**src/design/cspa_pkg.sv**
```systemverilog
// ----------------------------------------------------------------------------
// cspa_pkg
// Shared constants, types and the exp2 root table for the gas sensor reading.
// ----------------------------------------------------------------------------
package cspa_pkg;

    localparam int ADC_BITS        = 12;
    localparam int GROUP_LOG2      = 5;
    localparam int SUM_W           = ADC_BITS + GROUP_LOG2;

    localparam int BASE_W          = 16;
    localparam int LEVEL_W         = 18;
    localparam int OHMS_W          = 22;
    localparam int PPM_W           = 18;
    localparam int CFG_IDX_W       = 2;
    localparam int CFG_DATA_W      = 18;

    localparam int DIV_BITS        = 38;
    localparam int DVS_W           = 23;
    localparam int CNT_W           = 6;
    localparam int LOG_STEPS       = 16;

    localparam logic [1:0] REG_BASELINE = 2'd0;
    localparam logic [1:0] REG_ALARM    = 2'd1;
    localparam logic [1:0] REG_CLEAR    = 2'd2;

    localparam logic [BASE_W-1:0]  BASE_RESET  = 16'd1000;
    localparam logic [LEVEL_W-1:0] ALARM_RESET = 18'd80;
    localparam logic [LEVEL_W-1:0] CLEAR_RESET = 18'd32;

    // 6600000 uV over 4095 full scale, reduced by the common factor 15
    localparam logic [18:0] VOLT_NUM     = 19'd440000;
    localparam logic [63:0] VOLT_DEN     = 64'd273;
    localparam int          VOLT_SHIFT   = 40;
    localparam logic [31:0] VOLT_RECIP   =
        32'(((64'd1 << VOLT_SHIFT) + VOLT_DEN - 64'd1) / VOLT_DEN);
    localparam logic [22:0] VOLT_LOW_UV  = 23'd20000;
    localparam logic [22:0] VOLT_HIGH_UV = 23'd4980000;
    localparam logic [22:0] SUPPLY_UV    = 23'd5000000;
    localparam logic [13:0] LOAD_OHMS    = 14'd10000;
    localparam logic [22:0] RATIO_LOW    = 23'd655;
    localparam logic [22:0] RATIO_HIGH   = 23'd6553600;
    localparam logic signed [24:0] EXP_OFFSET = 25'sd696646;
    localparam logic signed [17:0] EXP_COEF   = 18'sd99746;
    localparam logic [PPM_W-1:0]   PPM16_MAX  = 18'd159984;

    typedef enum logic [3:0] {
        OP_IDLE,
        OP_VLOAD,
        OP_VMUL,
        OP_DIV,
        OP_VCLAMP,
        OP_RSLOAD,
        OP_RSCLAMP,
        OP_RATLOAD,
        OP_RATCLAMP,
        OP_NORM,
        OP_LOG,
        OP_SCALE,
        OP_EXPLOAD,
        OP_EXP,
        OP_PUBLISH,
        OP_HOLD
    } op_t;

    typedef struct packed {
        op_t op;
    } cmd_t;

    typedef struct packed {
        logic group_done;
        logic iter_last;
        logic norm_done;
        logic out_busy;
    } stat_t;

    function automatic logic [63:0] isqrt64(input logic [63:0] n_in);
        logic [63:0] n;
        logic [63:0] r;
        logic [63:0] b;
        n = n_in;
        r = '0;
        b = 64'd1 << 62;
        for (int i = 0; i < 32; i++)
        begin
            if (n >= r + b)
            begin
                n = n - (r + b);
                r = (r >> 1) + b;
            end
            else
            begin
                r = r >> 1;
            end
            b = b >> 2;
        end
        return r;
    endfunction

    // Q30 factors 2^(2^-i), i = 1..16, each the root of the one before
    function automatic logic [LOG_STEPS-1:0][30:0] root_table();
        logic [LOG_STEPS-1:0][30:0] tab;
        logic [63:0] c;
        c = 64'd1 << 31;
        for (int i = 0; i < LOG_STEPS; i++)
        begin
            c = isqrt64(c << 30);
            tab[i] = c[30:0];
        end
        return tab;
    endfunction

    localparam logic [LOG_STEPS-1:0][30:0] ROOT_TAB = root_table();

endpackage

```
**src/design/cspa_ctrl.sv**
```systemverilog
// ----------------------------------------------------------------------------
// cspa_ctrl
// Sequencer for one reading: voltage, divisions, log2, scaling, exp2, publish.
// ----------------------------------------------------------------------------
module cspa_ctrl (
    input  logic           clk,
    input  logic           rst_n,
    input  cspa_pkg::stat_t stat,
    output cspa_pkg::cmd_t  cmd
);
    import cspa_pkg::*;

    typedef enum logic [15:0] {
        S_IDLE     = 16'h0001,
        S_VLOAD    = 16'h0002,
        S_VMUL     = 16'h0004,
        S_VCLAMP   = 16'h0008,
        S_RSLOAD   = 16'h0010,
        S_RSDIV    = 16'h0020,
        S_RSCLAMP  = 16'h0040,
        S_RATLOAD  = 16'h0080,
        S_RATDIV   = 16'h0100,
        S_RATCLAMP = 16'h0200,
        S_NORM     = 16'h0400,
        S_LOG      = 16'h0800,
        S_SCALE    = 16'h1000,
        S_EXPLOAD  = 16'h2000,
        S_EXP      = 16'h4000,
        S_PUBLISH  = 16'h8000
    } state_t;

    state_t state_reg;
    state_t state_next;

    always_ff @(posedge clk or negedge rst_n)
    begin
        if (!rst_n)
            state_reg <= S_IDLE;
        else
            state_reg <= state_next;
    end

    always_comb
    begin
        state_next = state_reg;
        cmd.op     = OP_IDLE;
        unique case (state_reg)
            S_IDLE:
            begin
                cmd.op = OP_IDLE;
                if (stat.group_done)
                    state_next = S_VLOAD;
            end
            S_VLOAD:
            begin
                cmd.op     = OP_VLOAD;
                state_next = S_VMUL;
            end
            S_VMUL:
            begin
                cmd.op     = OP_VMUL;
                state_next = S_VCLAMP;
            end
            S_VCLAMP:
            begin
                cmd.op     = OP_VCLAMP;
                state_next = S_RSLOAD;
            end
            S_RSLOAD:
            begin
                cmd.op     = OP_RSLOAD;
                state_next = S_RSDIV;
            end
            S_RSDIV:
            begin
                cmd.op = OP_DIV;
                if (stat.iter_last)
                    state_next = S_RSCLAMP;
            end
            S_RSCLAMP:
            begin
                cmd.op     = OP_RSCLAMP;
                state_next = S_RATLOAD;
            end
            S_RATLOAD:
            begin
                cmd.op     = OP_RATLOAD;
                state_next = S_RATDIV;
            end
            S_RATDIV:
            begin
                cmd.op = OP_DIV;
                if (stat.iter_last)
                    state_next = S_RATCLAMP;
            end
            S_RATCLAMP:
            begin
                cmd.op     = OP_RATCLAMP;
                state_next = S_NORM;
            end
            S_NORM:
            begin
                cmd.op = OP_NORM;
                if (stat.norm_done)
                    state_next = S_LOG;
            end
            S_LOG:
            begin
                cmd.op = OP_LOG;
                if (stat.iter_last)
                    state_next = S_SCALE;
            end
            S_SCALE:
            begin
                cmd.op     = OP_SCALE;
                state_next = S_EXPLOAD;
            end
            S_EXPLOAD:
            begin
                cmd.op     = OP_EXPLOAD;
                state_next = S_EXP;
            end
            S_EXP:
            begin
                cmd.op = OP_EXP;
                if (stat.iter_last)
                    state_next = S_PUBLISH;
            end
            S_PUBLISH:
            begin
                // hold until the output register is free
                if (!stat.out_busy)
                begin
                    cmd.op     = OP_PUBLISH;
                    state_next = S_IDLE;
                end
                else
                begin
                    cmd.op = OP_HOLD;
                end
            end
            default:
            begin
                state_next = S_IDLE;
            end
        endcase
    end

endmodule

```
**config.mk**
```make
export PLATFORM = sky130hd
export DESIGN_NAME = cspa_ctrl
export DESIGN_NICKNAME = d
export VERILOG_FILES = /design/src/design/cspa_pkg.sv /design/src/design/cspa_ctrl.sv
export SDC_FILE = /design/constraint.sdc
export NUM_CORES = 1
export LEC_CHECK = 0
export BUFFER_PORTS_ARGS = -buffer_cell sky130_fd_sc_hd__buf_2
export CAP_MARGIN = 20
export CORE_ASPECT_RATIO = 1.25
export CORE_MARGIN = 4
export CORE_UTILIZATION = 60
export CTS_BUF_LIST = sky130_fd_sc_hd__clkbuf_4
export DETAILED_ROUTE_END_ITERATION = 8
export PLACE_DENSITY = 0.88
export SETUP_SLACK_MARGIN = 0.3
export SYNTH_ARGS = -nofsm -noshare
export SYNTH_HDL_FRONTEND = slang
export SYNTH_SLANG_ARGS = --single-unit
```
**constraint.sdc**
```tcl
create_clock -name clk -period 2.2 [get_ports clk]
set_input_delay 0 -clock clk [delete_from_list [all_inputs] [get_ports clk]]
set_output_delay 0 -clock clk [all_outputs]
set_load 0.02 [all_outputs]
```
==> impl_metrics.json, run 1 <==
{
  "status": "aborted with a tool error",
  "failing_step": "clock tree synthesis",
  "error": "[ERROR DPL-0033] detailed placement checks failed during check placement.",
  "cts-hold-fix-buffers": 3,
  "synth_area_um2": 1050,
  "ys_ff_latch": 16,
  "hpwl_um": 2330,
  "yosysWarningCount": 0,
  "ys_seq_area_share_pct": 38.3,
  "placementRows": 16,
  "synthMuxAreaShare_pct": 0,
  "synth_xor_area_share_pct": 4.18,
  "numCtsBuffers": 3,
  "die_w_um": 45.4,
  "syn-instance-count": 111,
  "syn_area_per_cell_um2": 9.45,
  "io_pins": 10,
  "synth_top_area_share_pct": 35.8,
  "synth_top_family_by_area": "simple AND/OR/NAND/NOR gates",
  "gp_congestion": 0.900,
  "synth-edff-count": 0,
  "synthSimpleGateAreaFrac_pct": 37.5,
  "postCtsSetupBuffers": 12,
  "synth_most_common_cell": "dfrtp_1",
  "synth_top_area_cell": "dfrtp_1",
  "htreeDepth": 1,
  "synth_compound_area_share_pct": 15.4,
  "initial_core_util_pct": 65.5,
  "yosys-top-cells-count": "15 x dfrtp_1, 11 x nor4_1, 8 x nor2_1",
  "cts_root_buf": "clkbuf_4",
  "cts.sinks": 16,
  "ctsResizeCount": 36,
  "synthAdderAreaFrac_pct": 0,
  "netlist-cell-type-count": 45,
  "syn_nets": 117,
  "die_height_um": 54.7,
  "clk_path_buf_depth": 2,
  "async_flop_share_pct": 100,
  "netlist_top_cells_area": "dfrtp_1 36%, nor4_1 6.6%, or4b_2 4.8%",
  "port_buffers": 9,
  "ys.flop_type": "dfrtp_1"
}
==> metrics by stage <==
step           cells  util (%)  cell area (um^2)  setup TNS, ns  worst slack [ns]
3_5_place_dp     156      78.6              1260         -0.103           -0.0683
3_3_place_gp     156      78.6              1260              0            0.0504
2_1_floorplan    111         -              1050              0             0.233
==> logic make-up after synthesis <==
group / count (synthesis)
AND/OR/NAND/NOR: 59
AO/OA/AOI/OAI: 23
flip-flops: 16
buffers and inverters: 8
XOR/XNOR: 5
==> run 2: changes to the inputs <==
CORE_AREA = 4 4 65 67   (was default)
CORE_ASPECT_RATIO = default   (was 1.25)
CORE_MARGIN = default   (was 4)
CORE_UTILIZATION = default   (was 60)
CTS_BUF_LIST = default   (was sky130_fd_sc_hd__clkbuf_4)
DIE_AREA = 0 0 69 71   (was default)
PLACE_DENSITY = default   (was 0.88)
PLACE_DENSITY_LB_ADDON = 0.15   (was default)
SETUP_SLACK_MARGIN = default   (was 0.3)
==> run 2 against run 1 <==
Net effect: the run now ends clean; area after synthesis stayed put; synthesized cell count is the same.
==> impl_metrics.json, run 2 <==
{
  "synth_top_area_cell": "dfrtp_1",
  "finalClockSkew_ns": 0.00478,
  "setup_viol": 0,
  "intPower_w": 0.000737,
  "synthMuxAreaShare_pct": 0,
  "synth_xor_area_share_pct": 4.18,
  "final_core_util_pct": 41.0,
  "yosysWarningCount": 0,
  "dp_cells": 177,
  "stdcell_count": 191,
  "cp_num_cells": 5,
  "netlist-cell-type-count": 45,
  "place_area_um2": 1230,
  "syn-instance-count": 111,
  "first_iter_violations": 89,
  "gp_congestion": 0.907,
  "yosys-top-cells-count": "15 x dfrtp_1, 11 x nor4_1, 8 x nor2_1",
  "r2r_cells": 6,
  "p_comb_share_pct": 48.9,
  "netlist_top_cells_area": "dfrtp_1 36%, nor4_1 6.6%, or4b_2 4.8%",
  "cp.arrival_ns": 2.14,
  "path_max_fanout": 7,
  "initial_core_util_pct": 28.9,
  "max_slew_margin_pct": 59.9,
  "start_kind": "flip-flop",
  "p_leak_nw": 0.646,
  "synth_area_um2": 1050,
  "max-vdd-ir-drop_mv": 0.203,
  "port_buffers": 9,
  "ys_seq_area_share_pct": 38.3,
  "grt_pass1_vias": 1053,
  "cp_top_family": "simple AND/OR/NAND/NOR gates",
  "post-route-drc-count": 0,
  "rrSetupSlack_ns": 0.08,
  "nets": 150,
  "status": "finished, final reports clean",
  "vias": 1058,
  "hold_depth": 2,
  "ys.flop_type": "dfrtp_1",
  "synth_top_area_share_pct": 35.8,
  "grt_usage_pct": 12.2,
  "die_w_um": 69,
  "holdPathEnd": "state_reg[8]",
  "diodes": 0,
  "antenna_found_initial": 0,
  "timing.setup.tns_ns": 0,
  "vias_per_cell": 5.54,
  "die_height_um": 71,
  "htreeDepth": 1,
  "synth_top_family_by_area": "simple AND/OR/NAND/NOR gates",
  "mostFrequentLayoutCells": "24 x buf_4, 13 x dfrtp_1, 8 x nor2_1",
  "slew_viol_final": 0,
  "coreArea_um2": 3630,
  "min_period_over_period_pct": 97.4,
  "powerDensity_nw_per_um2": 780,
  "cp_slowest_cell": "or4b_2",
  "p_sw_w": 0.000426,
  "fin_crit_ns": 2.14,
  "drtAntennaViolNets": 0,
  "tritoncts": "done",
  "required_ns": 2.20,
  "synth-edff-count": 0,
  "crit_chain": "or4b_2, nor4_2, a211oi_1, nand3_1, buf_2",
  "ys_ff_latch": 16,
  "async_flop_share_pct": 100,
  "clk_path_buf_depth": 2,
  "wl_per_cell_um": 16.3,
  "synth_most_common_cell": "dfrtp_1",
  "syn_area_per_cell_um2": 9.45,
  "hp-start": "stat[2]",
  "p_seq_share_pct": 31.3,
  "cts_root_buf": "clkbuf_8",
  "rr_startpoint": "state_reg[12]",
  "placementRows": 22,
  "syn_nets": 117,
  "layout.cells.most_common": "buf_4",
  "insertion_delay_ns": 0.25,
  "die-area_um2": 4900,
  "postLayoutCellArea_um2": 1490,
  "r2r-end": "state_reg[14]",
  "grt_overflow": 0,
  "crit_type": "reg2out",
  "rsz0062_at_grt": "true",
  "worst_pin_slew_ns": 0.594,
  "synthAdderAreaFrac_pct": 0,
  "hold_class": "in2reg",
  "cts.sinks": 16,
  "finalHoldViolCount": 0,
  "critPathMaxStageDelay_ns": 0.69,
  "drt-total-wl_um": 3120,
  "area_growth_pct": 42.1,
  "hpwl_um": 2070,
  "synthSimpleGateAreaFrac_pct": 37.5,
  "sw_frac_of_total_pct": 36.6,
  "cts.clk_slew.worst_paths_ns": 0.07,
  "grt_max_degree": 17,
  "worstPathBufferInverterCount": 1,
  "max_freq_ghz": 0.467,
  "io_pins": 10,
  "grt_pass1_wl_um": 4800,
  "firstDrtPassIters": 4,
  "numCtsBuffers": 3,
  "synth_compound_area_share_pct": 15.4,
  "largest_reg_flops": 16,
  "drive_gt1_share_pct": 43.4,
  "drv_cap": 0,
  "clockPowerShare_pct": 19.8,
  "cp-end-kind": "output port"
}
-- run 2: cell counts after synthesis --
Identical to the previous run, type by type.
-- run 2: worst max path at each step --
stage | from | endpoint | slack, ns
floorplan | state_reg[4] | cmd[2] | 0.17
global placement | state_reg[8] | state_reg[15] | 0.08
detailed placement | state_reg[13] | state_reg[11] | 0.07
CTS | state_reg[4] | cmd[2] | 0.005
global route | state_reg[15] | cmd[3] | -0.02
finish | state_reg[11] | cmd[1] | 0.06
-- run 2: worst register-to-register path: cells and delay by family, from the launching register on --
kind	cells	cell delay (ns)
simple gates	3	1.12
buf+inv	1	0.16
flops	1	0.41
compound gates	2	0.38
-- run 2: kinds of logic after synthesis --
kind of cell / Yosys count
buffers and inverters: 8
AO/OA/AOI/OAI: 23
XOR/XNOR: 5
AND/OR/NAND/NOR: 59
flip-flops: 16
-- run 2: power groups by stage --
stage | Sequential [W] | Clock, W | Combinational (W)
6_report | 0.000364 | 0.000230 | 0.000569
5_1_grt | 0.000368 | 0.000258 | 0.000608
4_1_cts | 0.000364 | 0.000241 | 0.000511
3_5_place_dp | 0.000368 | 0 | 0.000472
3_3_place_gp | 0.000365 | 0 | 0.000492
2_1_floorplan | 0.000364 | 0 | 0.000303
-- run 2: per-stage QoR --
stage | setup WS (ns) | power (W) | hold slack, ns
floorplan | 0.172 | 0.000666 | -0.296
global placement | 0.0785 | 0.000856 | -0.0588
detailed placement | 0.0727 | 0.000840 | -0.0560
CTS | 0.00512 | 0.00112 | 0.0236
global route | -0.0225 | 0.00123 | 0.0481
finish | 0.0580 | 0.00116 | 0.0432
-- run 2: final cells by class --
cell class	count	area, um^2
clock buffer	4	45.0
inverter	1	3.75
fill	382	2140
sequential	16	404
tap	48	60.1
timing repair buffer	34	250
multi-input combinational	88	727
-- run 2: per-layer routing --
layer  vias to the layer above  track usage, %  wire (um)
met5                         -               0          0
met4                         0            5.86         74
met3                         8            2.98        127
met2                        28            20.9       1540
met1                       522            14.4       1380
li1                        500               -          -
-- run 2: timing repair --
| action | CTS | global route |
|---|---|---|
| pin swaps | 1 | 2 |
| setup buffers | 2 | 5 |
| gates resized for setup | 11 | 16 |
| gates cloned | 0 | 1 |
| endpoints found under the hold margin | 17 | 0 |
| setup endpoints to repair | 4 | 11 |
| hold buffers | 2 | 0 |
Power figures use the tool's default switching activity.
